--- src/rtl/hb3su_pkg.sv ---
`timescale 1ns / 1ps
`default_nettype none
// ---------------------------------------------------------------------------
// hb3su_pkg: shared types and codes
// Command kinds, status codes and the queue entry of the spin update engine.
// ---------------------------------------------------------------------------
package hb3su_pkg;

    localparam logic [2:0] ACT_UPDATE = 3'd0;
    localparam logic [2:0] ACT_WSPIN  = 3'd1;
    localparam logic [2:0] ACT_APPEND = 3'd2;
    localparam logic [2:0] ACT_WPROB  = 3'd3;
    localparam logic [2:0] ACT_CLEAR  = 3'd4;

    localparam logic [2:0] K_NOP    = 3'd0;
    localparam logic [2:0] K_UPDATE = 3'd1;
    localparam logic [2:0] K_WSPIN  = 3'd2;
    localparam logic [2:0] K_APPEND = 3'd3;
    localparam logic [2:0] K_WPROB  = 3'd4;
    localparam logic [2:0] K_CLEAR  = 3'd5;

    localparam logic [1:0] STAT_OK   = 2'd0;
    localparam logic [1:0] STAT_FULL = 2'd1;
    localparam logic [1:0] STAT_SELF = 2'd2;

    localparam logic [16:0] PROB_ONE  = 17'd65536;
    localparam logic [16:0] PROB_HALF = 17'd32768;
    localparam int          FIELD_LIMIT = 32;

    typedef struct packed {
        logic [2:0]  kind;
        logic [13:0] node;
        logic [13:0] partner_a;
        logic [13:0] partner_b;
        logic        spin_value;
        logic [6:0]  table_index;
        logic [16:0] probability;
        logic [15:0] random_value;
    } t_cmd;

endpackage
`default_nettype wire

--- src/rtl/hb3su_in_if.sv ---
`timescale 1ns / 1ps
`default_nettype none
// ---------------------------------------------------------------------------
// hb3su_in_if: item channel
// Valid/ready channel carrying one command item.
// ---------------------------------------------------------------------------
interface hb3su_in_if;
    logic        valid;
    logic        ready;
    logic [2:0]  action;
    logic [13:0] node;
    logic [13:0] partner_a;
    logic [13:0] partner_b;
    logic        spin_value;
    logic signed [6:0] field_index;
    logic [16:0] probability_value;
    logic [15:0] random_value;

    modport source (output valid, action, node, partner_a, partner_b, spin_value,
                    field_index, probability_value, random_value, input ready);
    modport sink (input valid, action, node, partner_a, partner_b, spin_value,
                  field_index, probability_value, random_value, output ready);
endinterface
`default_nettype wire

--- src/rtl/hb3su_front.sv ---
`timescale 1ns / 1ps
`default_nettype none
// ---------------------------------------------------------------------------
// hb3su_front: item intake
// Accepts items, classifies them and holds them in a two entry queue.
// ---------------------------------------------------------------------------
module hb3su_front #(
    parameter int NODES = 16384
) (
    input  wire              i_clk,
    input  wire              i_rst_n,
    hb3su_in_if.sink         i_item,
    input  wire              i_hold,
    output hb3su_pkg::t_cmd  o_cmd,
    output logic             o_cmd_valid,
    input  wire              i_cmd_pop
);

    hb3su_pkg::t_cmd r_q [2];
    logic            r_wp;
    logic            r_rp;
    logic [1:0]      r_cnt;
    hb3su_pkg::t_cmd w_cmd;
    logic            w_push;
    logic            w_node_ok;
    logic            w_tidx_ok;

    assign i_item.ready = (r_cnt != 2'd2) && !i_hold;
    assign w_push       = i_item.valid && i_item.ready;
    assign w_node_ok    = 32'(i_item.node) < NODES;
    assign w_tidx_ok    = (i_item.field_index >= -7'sd32) && (i_item.field_index <= 7'sd32);

    always_comb begin
        w_cmd.node         = i_item.node;
        w_cmd.partner_a    = i_item.partner_a;
        w_cmd.partner_b    = i_item.partner_b;
        w_cmd.spin_value   = i_item.spin_value;
        w_cmd.table_index  = 7'(i_item.field_index + 7'sd32);
        w_cmd.probability  = (i_item.probability_value > hb3su_pkg::PROB_ONE) ?
                             hb3su_pkg::PROB_ONE : i_item.probability_value;
        w_cmd.random_value = i_item.random_value;
        case (i_item.action)
            hb3su_pkg::ACT_UPDATE: w_cmd.kind = w_node_ok ? hb3su_pkg::K_UPDATE
                                                          : hb3su_pkg::K_NOP;
            hb3su_pkg::ACT_WSPIN:  w_cmd.kind = w_node_ok ? hb3su_pkg::K_WSPIN
                                                          : hb3su_pkg::K_NOP;
            hb3su_pkg::ACT_APPEND: w_cmd.kind = w_node_ok ? hb3su_pkg::K_APPEND
                                                          : hb3su_pkg::K_NOP;
            hb3su_pkg::ACT_WPROB:  w_cmd.kind = w_tidx_ok ? hb3su_pkg::K_WPROB
                                                          : hb3su_pkg::K_NOP;
            hb3su_pkg::ACT_CLEAR:  w_cmd.kind = w_node_ok ? hb3su_pkg::K_CLEAR
                                                          : hb3su_pkg::K_NOP;
            default:               w_cmd.kind = hb3su_pkg::K_NOP;
        endcase
    end

    always_ff @(posedge i_clk) begin
        if (w_push) begin
            r_q[r_wp] <= w_cmd;
        end
    end

    always_ff @(posedge i_clk) begin
        if (!i_rst_n) begin
            r_wp  <= 1'b0;
            r_rp  <= 1'b0;
            r_cnt <= 2'd0;
        end else begin
            if (w_push) begin
                r_wp <= !r_wp;
            end
            if (i_cmd_pop) begin
                r_rp <= !r_rp;
            end
            r_cnt <= r_cnt + 2'(w_push) - 2'(i_cmd_pop);
        end
    end

    assign o_cmd       = r_q[r_rp];
    assign o_cmd_valid = r_cnt != 2'd0;

endmodule
`default_nettype wire

--- src/flat_wrapper.sv ---
// flat-port wrapper written by rule: the top's interface ports become plain ports
module hb3su_front_flat 
#(
    parameter int NODES = 16384
)
  (i_clk, i_rst_n, i_hold, o_cmd, o_cmd_valid, i_cmd_pop, i_item_valid, i_item_action, i_item_node, i_item_partner_a, i_item_partner_b, i_item_spin_value, i_item_field_index, i_item_probability_value, i_item_random_value, i_item_ready);
  hb3su_in_if i_item_i ();
  input  wire i_clk;
  input  wire i_rst_n;
  input  wire i_hold;
  output hb3su_pkg::t_cmd o_cmd;
  output logic o_cmd_valid;
  input  wire i_cmd_pop;
  input wire logic [$bits(i_item_i.valid)-1:0] i_item_valid;
  input wire logic [$bits(i_item_i.action)-1:0] i_item_action;
  input wire logic [$bits(i_item_i.node)-1:0] i_item_node;
  input wire logic [$bits(i_item_i.partner_a)-1:0] i_item_partner_a;
  input wire logic [$bits(i_item_i.partner_b)-1:0] i_item_partner_b;
  input wire logic [$bits(i_item_i.spin_value)-1:0] i_item_spin_value;
  input wire logic [$bits(i_item_i.field_index)-1:0] i_item_field_index;
  input wire logic [$bits(i_item_i.probability_value)-1:0] i_item_probability_value;
  input wire logic [$bits(i_item_i.random_value)-1:0] i_item_random_value;
  output wire logic [$bits(i_item_i.ready)-1:0] i_item_ready;
  assign i_item_i.valid = i_item_valid;
  assign i_item_i.action = i_item_action;
  assign i_item_i.node = i_item_node;
  assign i_item_i.partner_a = i_item_partner_a;
  assign i_item_i.partner_b = i_item_partner_b;
  assign i_item_i.spin_value = i_item_spin_value;
  assign i_item_i.field_index = i_item_field_index;
  assign i_item_i.probability_value = i_item_probability_value;
  assign i_item_i.random_value = i_item_random_value;
  assign i_item_ready = i_item_i.ready;
  hb3su_front #(.NODES(NODES)) u_core (.i_clk(i_clk), .i_rst_n(i_rst_n), .i_item(i_item_i), .i_hold(i_hold), .o_cmd(o_cmd), .o_cmd_valid(o_cmd_valid), .i_cmd_pop(i_cmd_pop));
endmodule
--- config.mk ---
export PLATFORM = sky130hd
export DESIGN_NAME = hb3su_front_flat
export DESIGN_NICKNAME = d
export VERILOG_FILES = /design/src/rtl/hb3su_pkg.sv /design/src/rtl/hb3su_in_if.sv /design/src/rtl/hb3su_front.sv /design/src/flat_wrapper.sv
export SDC_FILE = /design/constraint.sdc
export NUM_CORES = 1
export LEC_CHECK = 0
export ABC_AREA = 1
export ABC_CLOCK_PERIOD_IN_PS = 15200
export BUFFER_PORTS_ARGS = -buffer_cell sky130_fd_sc_hd__clkbuf_2
export CAP_MARGIN = 20
export CORE_MARGIN = 3
export CORE_UTILIZATION = 30
export CTS_CLUSTER_DIAMETER = 200
export CTS_CLUSTER_SIZE = 30
export DETAILED_ROUTE_END_ITERATION = 12
export GPL_ROUTABILITY_DRIVEN = 1
export PLACE_DENSITY = 0.55
export SLEW_MARGIN = 20
export SYNTH_ARGS = -nofsm -noshare
export SYNTH_HDL_FRONTEND = slang
export SYNTH_SLANG_ARGS = --single-unit
--- constraint.sdc ---
create_clock -name i_clk -period 15.2 [get_ports i_clk]
set_clock_uncertainty 0.05 [all_clocks]
set_input_delay 1.52 -clock i_clk [delete_from_list [all_inputs] [get_ports i_clk]]
set_output_delay 1.52 -clock i_clk [all_outputs]
set_load 0.005 [all_outputs]
==> results of run 1 <==
cells by family after synthesis:
family,share of synthesized area
flops,0.755
fa+ha+maj,0.00717
xor+xnor,0.00126
simple gates,0.0244
compound gates,0.0161
mux,0.160
buf+inv,0.0360
where the power goes:
part	switching, mW	leakage (nW)	internal, mW
Combinational	0.0482	1.51	0.0511
Sequential	0.00881	1.62	0.561
Clock	0.183	0.303	0.275
state kept, by name (all words and copies together) (netlist names), named ones only:
| signal | flops |
|---|---|
| u_core.r_cnt | 2 |
| u_core.r_q | 172 |
| u_core.r_rp | 1 |
| u_core.r_wp | 1 |
cell type report:
cell class / instances / area (sq um)
fillers: 2145 / 14000
clock inverters: 14 / 188
repair buffers: 181 / 913
multi-input cells: 152 / 1470
well taps: 313 / 392
inverters: 27 / 104
clock buffers: 17 / 425
diodes: 1 / 2.50
flip-flops and latches: 177 / 5270
cell usage after synthesis, drive strengths merged:
master    n
edfxtp  172
mux2     86
inv      27
nand2    19
nor2     19
a21oi    18
buf      12
dfxtp     5
ha        4
clkbuf    2
a21boi    1
nand3     1
nand3b    1
nor3      1
nor3b     1
xnor2     1
layer usage:
| layer | track usage | wire length [um] | up-vias | share of wire |
|---|---|---|---|---|
| met5 | 0 | 0 | - | 0 |
| met4 | 0.0414 | 201 | 0 | 0.015 |
| met3 | 0.0310 | 774 | 14 | 0.057 |
| met2 | 0.182 | 6850 | 117 | 0.51 |
| met1 | 0.125 | 5690 | 1792 | 0.42 |
| li1 | - | - | 1747 | - |
stage by stage:
| stage | setup slack (ns) | util | power [mW] | hold WS (ns) |
|---|---|---|---|---|
| 6_report | 11.15 | 0.385 | 1.13 | 0.426 |
| 3_5_place_dp | 11.30 | 0.358 | 0.683 | 0.422 |
| 5_1_grt | 10.98 | 0.385 | 1.17 | 0.455 |
| 4_1_cts | 11.04 | 0.385 | 1.15 | 0.431 |
| 3_3_place_gp | 11.37 | 0.358 | 0.680 | 0.410 |
| 2_1_floorplan | 9.36 | - | 0.638 | 0.402 |
worst paths after layout:
check	start	end	slack, ns	depth (start not counted)
setup / recovery	flip-flop	o_cmd[65]	11.15	3
hold / removal	u_core.r_wp$_SDFFE_PN0N_	u_core.r_wp$_SDFFE_PN0N_	0.43	2
setup reg to reg	u_core.r_cnt[0]$_SDFF_PN0_	u_core.r_q[1][13]$_DFFE_PP_	12.62	5
hold reg to reg	u_core.r_wp$_SDFFE_PN0N_	u_core.r_wp$_SDFFE_PN0N_	0.43	2
critical path, stage by stage, from the launching register on:
cell,delay (ns)
sky130_fd_sc_hd__dfxtp_4,0.79
sky130_fd_sc_hd__buf_4,0.70
sky130_fd_sc_hd__mux2_2,0.42
sky130_fd_sc_hd__clkbuf_2,0.12
==> metrics.json, run 1 <==
{
  "synth.yosys.seq_area_share": 0.755,
  "syn-instance-count": 370,
  "placedCellCount": 850,
  "ioPinCount": 179,
  "syn-cell-area_sq_um": 6980,
  "layout_min_cycle_time_ns": 4.05,
  "die_area_sq_um": 25100,
  "maxSlewHeadroom": 0.378,
  "timing_max_transition_violations_final": 0,
  "cts_repair_resize_count": 0,
  "synthDistinctLibCells": 22,
  "postPlaceCellArea_sq_um": 8150,
  "static-leakage-power_nw": 3.44,
  "critical_path_peak_fanout": 44,
  "drcViolationCount": 0,
  "crit_type": "reg -> out",
  "crit_path_start_kind": "flip-flop",
  "detailedRoute.firstIterationViolations": 136,
  "globalRouteTotalUtil": 0.106,
  "gp_congestion": 0.730,
  "syn_area_per_cell_sq_um": 18.9,
  "routed_via_density": 4.16,
  "seq_cells_post_synth": 177,
  "path_clk_slew_ns": 0.06,
  "yosysTopAreaCellShare": 0.740,
  "final.period_utilization": 0.266,
  "route.vias.total": 3670,
  "ctsLongestPathBuffers": 2,
  "layout.cells.most_common": "sky130_fd_sc_hd__clkbuf_2",
  "timing.critical_path.required_ns": 13.63,
  "post-cts-setup-buffer-count": 0,
  "tritoncts_num_sinks": 177,
  "areaGrowthSynthToFinish_pct": 25.6,
  "cts_inserted_buffers": 17,
  "detail-route-antenna-nets": 0,
  "tritoncts": "done",
  "first_global_vias": 3972,
  "port_buffers": 178,
  "core_area_sq_um": 22800,
  "clk_root_buffer_cell": "sky130_fd_sc_hd__clkbuf_16",
  "cts.htree.levels": 4,
  "global_route.overflow_total": 0,
  "setup_tns_ns": 0,
  "drt_pre_antenna_iters": 4,
  "grt_pass1_wl_um": 20000,
  "final_net_count": 651,
  "effective_utilization_at_floorplan": 0.306,
  "drt-wirelength-per-cell_um": 15.3,
  "grt_start_max_net_pins": 56,
  "final_hold_viol_count": 0,
  "vdd.ir_drop.worst_mv": 0.0591,
  "post_route_cells_drive_above_1_share": 0.539,
  "die_width_um": 158,
  "cts_hold_buffers": 0,
  "place.detailed.hpwl_um": 9070,
  "clk_latency_ns": 0.41,
  "synth_area_leaders": "sky130_fd_sc_hd__edfxtp_1 74%, sky130_fd_sc_hd__mux2_4 8.6%, sky130_fd_sc_hd__mux2_2 7.4%, sky130_fd_sc_hd__inv_1 1.5%, sky130_fd_sc_hd__dfxtp_1 1.4%",
  "status": "complete, no violations",
  "wirelength_um": 13500,
  "worst_setup_path_end_kind": "primary output",
  "largest_area_contributor_in_the_synthesized_netlist": "sky130_fd_sc_hd__edfxtp_1",
  "final_cell_count_no_fill": 882,
  "power-per-cell-area_nw_per_um2": 129,
  "placement_rows": 55,
  "die_height_um": 158,
  "worstHoldPathType": "reg -> reg",
  "synth-warning-count": 0,
  "antenna_found_initial": 1,
  "grt_setup_unrepaired": "false",
  "worst-endpoint-arrival_ns": 2.48,
  "mostFrequentLayoutCells": "178 x sky130_fd_sc_hd__clkbuf_2, 172 x sky130_fd_sc_hd__edfxtp_1, 46 x sky130_fd_sc_hd__mux2_2",
  "max_freq_mhz": 247,
  "max_slew.worst_pin.slew_ns": 0.930,
  "cap_viol_max_count": 0,
  "report.final.setup_viol": 0,
  "finalInstanceArea_sq_um": 8760,
  "synth.net_count": 465
}
Note: power is estimated with default switching activity, not from simulation.
==> run 2, diff against run 1 <==
- ABC_AREA: 1 -> 0
- ABC_CLOCK_PERIOD_IN_PS: 15200 -> 3350
- PLACE_DENSITY: 0.55 -> 0.57
- clock period: 15.2 -> 3.35 ns (I/O delays scaled with it)
==> metrics.json, run 2 <==
{
  "detail-route-antenna-nets": 0,
  "clk_root_buffer_cell": "sky130_fd_sc_hd__clkbuf_16",
  "layout_min_cycle_time_ns": 2.40,
  "die_area_sq_um": 24200,
  "cellInternalPower_mw": 3.87,
  "power.sequential.fraction": 0.524,
  "global_route.overflow_total": 0,
  "tritoncts": "done",
  "synth_enable_flop_cells": 172,
  "core_area_sq_um": 21900,
  "timing_max_transition_violations_final": 0,
  "drt-wirelength-per-cell_um": 15.9,
  "timing.critical_path.required_ns": 2.96,
  "drcViolationCount": 0,
  "cts_repair_resize_count": 0,
  "mostFrequentLayoutCells": "178 x sky130_fd_sc_hd__clkbuf_2, 172 x sky130_fd_sc_hd__edfxtp_1, 86 x sky130_fd_sc_hd__mux2_2",
  "vdd.ir_drop.worst_mv": 0.308,
  "postPlaceCellArea_sq_um": 7960,
  "maxSlewHeadroom": 0.608,
  "post-synth-top-count-cell": "sky130_fd_sc_hd__edfxtp_1",
  "worst_setup_path_end_kind": "primary output",
  "setup_tns_ns": 0,
  "clk_latency_ns": 0.41,
  "crit_buf_inv": 2,
  "yosysTopAreaCellShare": 0.769,
  "worstHoldPathType": "in -> reg",
  "antenna_diode_instance_count": 0,
  "antenna_found_initial": 0,
  "clockPowerShare": 0.371,
  "critical-path-max-stage-delay_ns": 0.69,
  "status": "complete, no violations",
  "placement_rows": 54,
  "effective_utilization_at_floorplan": 0.307,
  "syn-cell-area_sq_um": 6720,
  "cap_viol_max_count": 0,
  "power.switching_mw": 1.13,
  "max_freq_mhz": 417,
  "routed_via_density": 4.37,
  "post_route_cells_drive_above_1_share": 0.575,
  "ioPinCount": 179,
  "die_width_um": 156,
  "gp_congestion": 0.699,
  "drt_pre_antenna_iters": 4,
  "grt_setup_unrepaired": "false",
  "cts.htree.levels": 4,
  "first_global_vias": 3721,
  "path_clk_slew_ns": 0.07,
  "post-cts-setup-buffer-count": 0,
  "leading_post_synthesis_cells_by_instance_count": "172 x sky130_fd_sc_hd__edfxtp_1, 86 x sky130_fd_sc_hd__mux2_2, 17 x sky130_fd_sc_hd__nor2b_1, 7 x sky130_fd_sc_hd__inv_1",
  "largest_area_contributor_in_the_synthesized_netlist": "sky130_fd_sc_hd__edfxtp_1",
  "critical_path.slowest_cell": "sky130_fd_sc_hd__dfxtp_4",
  "largest_register_ffs": 172,
  "final_hold_viol_count": 0,
  "swShare": 0.225,
  "worst_slack_at_placement_ns": 1.16,
  "grt_start_max_net_pins": 88,
  "synth-warning-count": 0,
  "detailedRoute.firstIterationViolations": 125,
  "finalInstanceArea_sq_um": 8510,
  "worst-endpoint-arrival_ns": 2.01,
  "hold_slack_ns": 0.0634,
  "die_height_um": 156,
  "syn_area_per_cell_sq_um": 20.4,
  "final_net_count": 614,
  "cts_inserted_buffers": 17,
  "setup_ws_ns": 0.955,
  "syn-instance-count": 330,
  "port_buffers": 178,
  "max_flop_register": "u_core.r_q",
  "pwr-share-comb": 0.105,
  "power-per-cell-area_nw_per_um2": 587,
  "report.final.setup_viol": 0,
  "synthDistinctLibCells": 24,
  "final.period_utilization": 0.715,
  "tritoncts_num_sinks": 177,
  "layout.cells.most_common": "sky130_fd_sc_hd__clkbuf_2",
  "place.detailed.hpwl_um": 8480,
  "crit_type": "reg -> out",
  "seq_cells_post_synth": 177,
  "path_cells": "buf_12, mux2_2, clkbuf_2",
  "share_of_flip_flops_with_an_asynchronous_set_or_reset": 0,
  "cts_hold_buffers": 0,
  "crit_path_start_kind": "flip-flop",
  "synth_area_leaders": "sky130_fd_sc_hd__edfxtp_1 77%, sky130_fd_sc_hd__mux2_2 14%, sky130_fd_sc_hd__nor2b_1 1.6%, sky130_fd_sc_hd__dfxtp_1 1.5%, sky130_fd_sc_hd__nor4_2 0.93%",
  "areaGrowthSynthToFinish_pct": 26.6,
  "ctsLongestPathBuffers": 2,
  "path_delay_family": "flip-flops",
  "grt_pass1_wl_um": 19700,
  "globalRouteTotalUtil": 0.106,
  "synth_ff_type": "sky130_fd_sc_hd__edfxtp_1",
  "synth.net_count": 425,
  "top_regs": "u_core.r_q: 172 flops, u_core.r_cnt: 2 flops",
  "synth.yosys.seq_area_share": 0.783,
  "critical_path_peak_fanout": 48,
  "wirelength_um": 12900,
  "route.vias.total": 3545,
  "max_slew.worst_pin.slew_ns": 0.589,
  "static-leakage-power_nw": 3.14
}
-- run 2: logic make-up after synthesis --
kind of cell / count (synthesis) / share of synthesized area
adder cells (fa/ha/maj): 4 / 0.00745
multiplexers: 86 / 0.144
buffers and inverters: 18 / 0.0166
XOR/XNOR: 4 / 0.00521
AND/OR/NAND/NOR: 35 / 0.0356
AO/OA/AOI/OAI: 6 / 0.00763
flip-flops: 177 / 0.783
-- run 2: path summary, 6_finish.rpt --
check | cells after the start | from | slack (ns) | endpoint
max | 3 | flip-flop | 0.95 | o_cmd[26]
min | 1 | i_item_node[0] | 0.06 | u_core.r_q[1][69]$_DFFE_PP_
max reg2reg | 4 | u_core.r_cnt[1]$_SDFF_PN0_ | 1.26 | u_core.r_q[1][3]$_DFFE_PP_
min reg2reg | 2 | u_core.r_rp$_SDFFE_PN0P_ | 0.53 | flip-flop
-- run 2: area by class of cell --
| type | instances | area [sq um] |
|---|---|---|
| clock buffer | 20 | 437 |
| clock inverter | 12 | 109 |
| fill | 2075 | 13400 |
| inverter | 7 | 26.3 |
| multi-input combinational | 135 | 1360 |
| sequential | 177 | 5270 |
| tap | 280 | 350 |
| timing repair buffer | 181 | 951 |
-- run 2: layer usage --
metal	track usage	part of all wire	up-vias	wire length [um]
met1	0.120	0.41	1765	5270
li1	-	-	1658	-
met5	0	0	-	0
met3	0.0383	0.070	8	905
met2	0.187	0.51	114	6580
met4	0.0325	0.011	0	138
-- run 2: metrics by stage --
step	instances	power, mW	util
after floorplan	330	2.95	-
after global placement	780	3.19	0.364
after detailed placement	780	3.21	0.364
after CTS	812	5.08	0.389
after global routing	812	5.22	0.389
final	812	5.00	0.389
-- run 2: power groups by stage --
| stage | Combinational, mW | Sequential (mW) | Clock (mW) |
|---|---|---|---|
| global route | 0.581 | 2.63 | 2.01 |
| detailed placement | 0.538 | 2.67 | 0 |
| global placement | 0.530 | 2.66 | 0 |
| finish | 0.525 | 2.62 | 1.85 |
| floorplan | 0.302 | 2.65 | 0 |
| CTS | 0.541 | 2.62 | 1.92 |
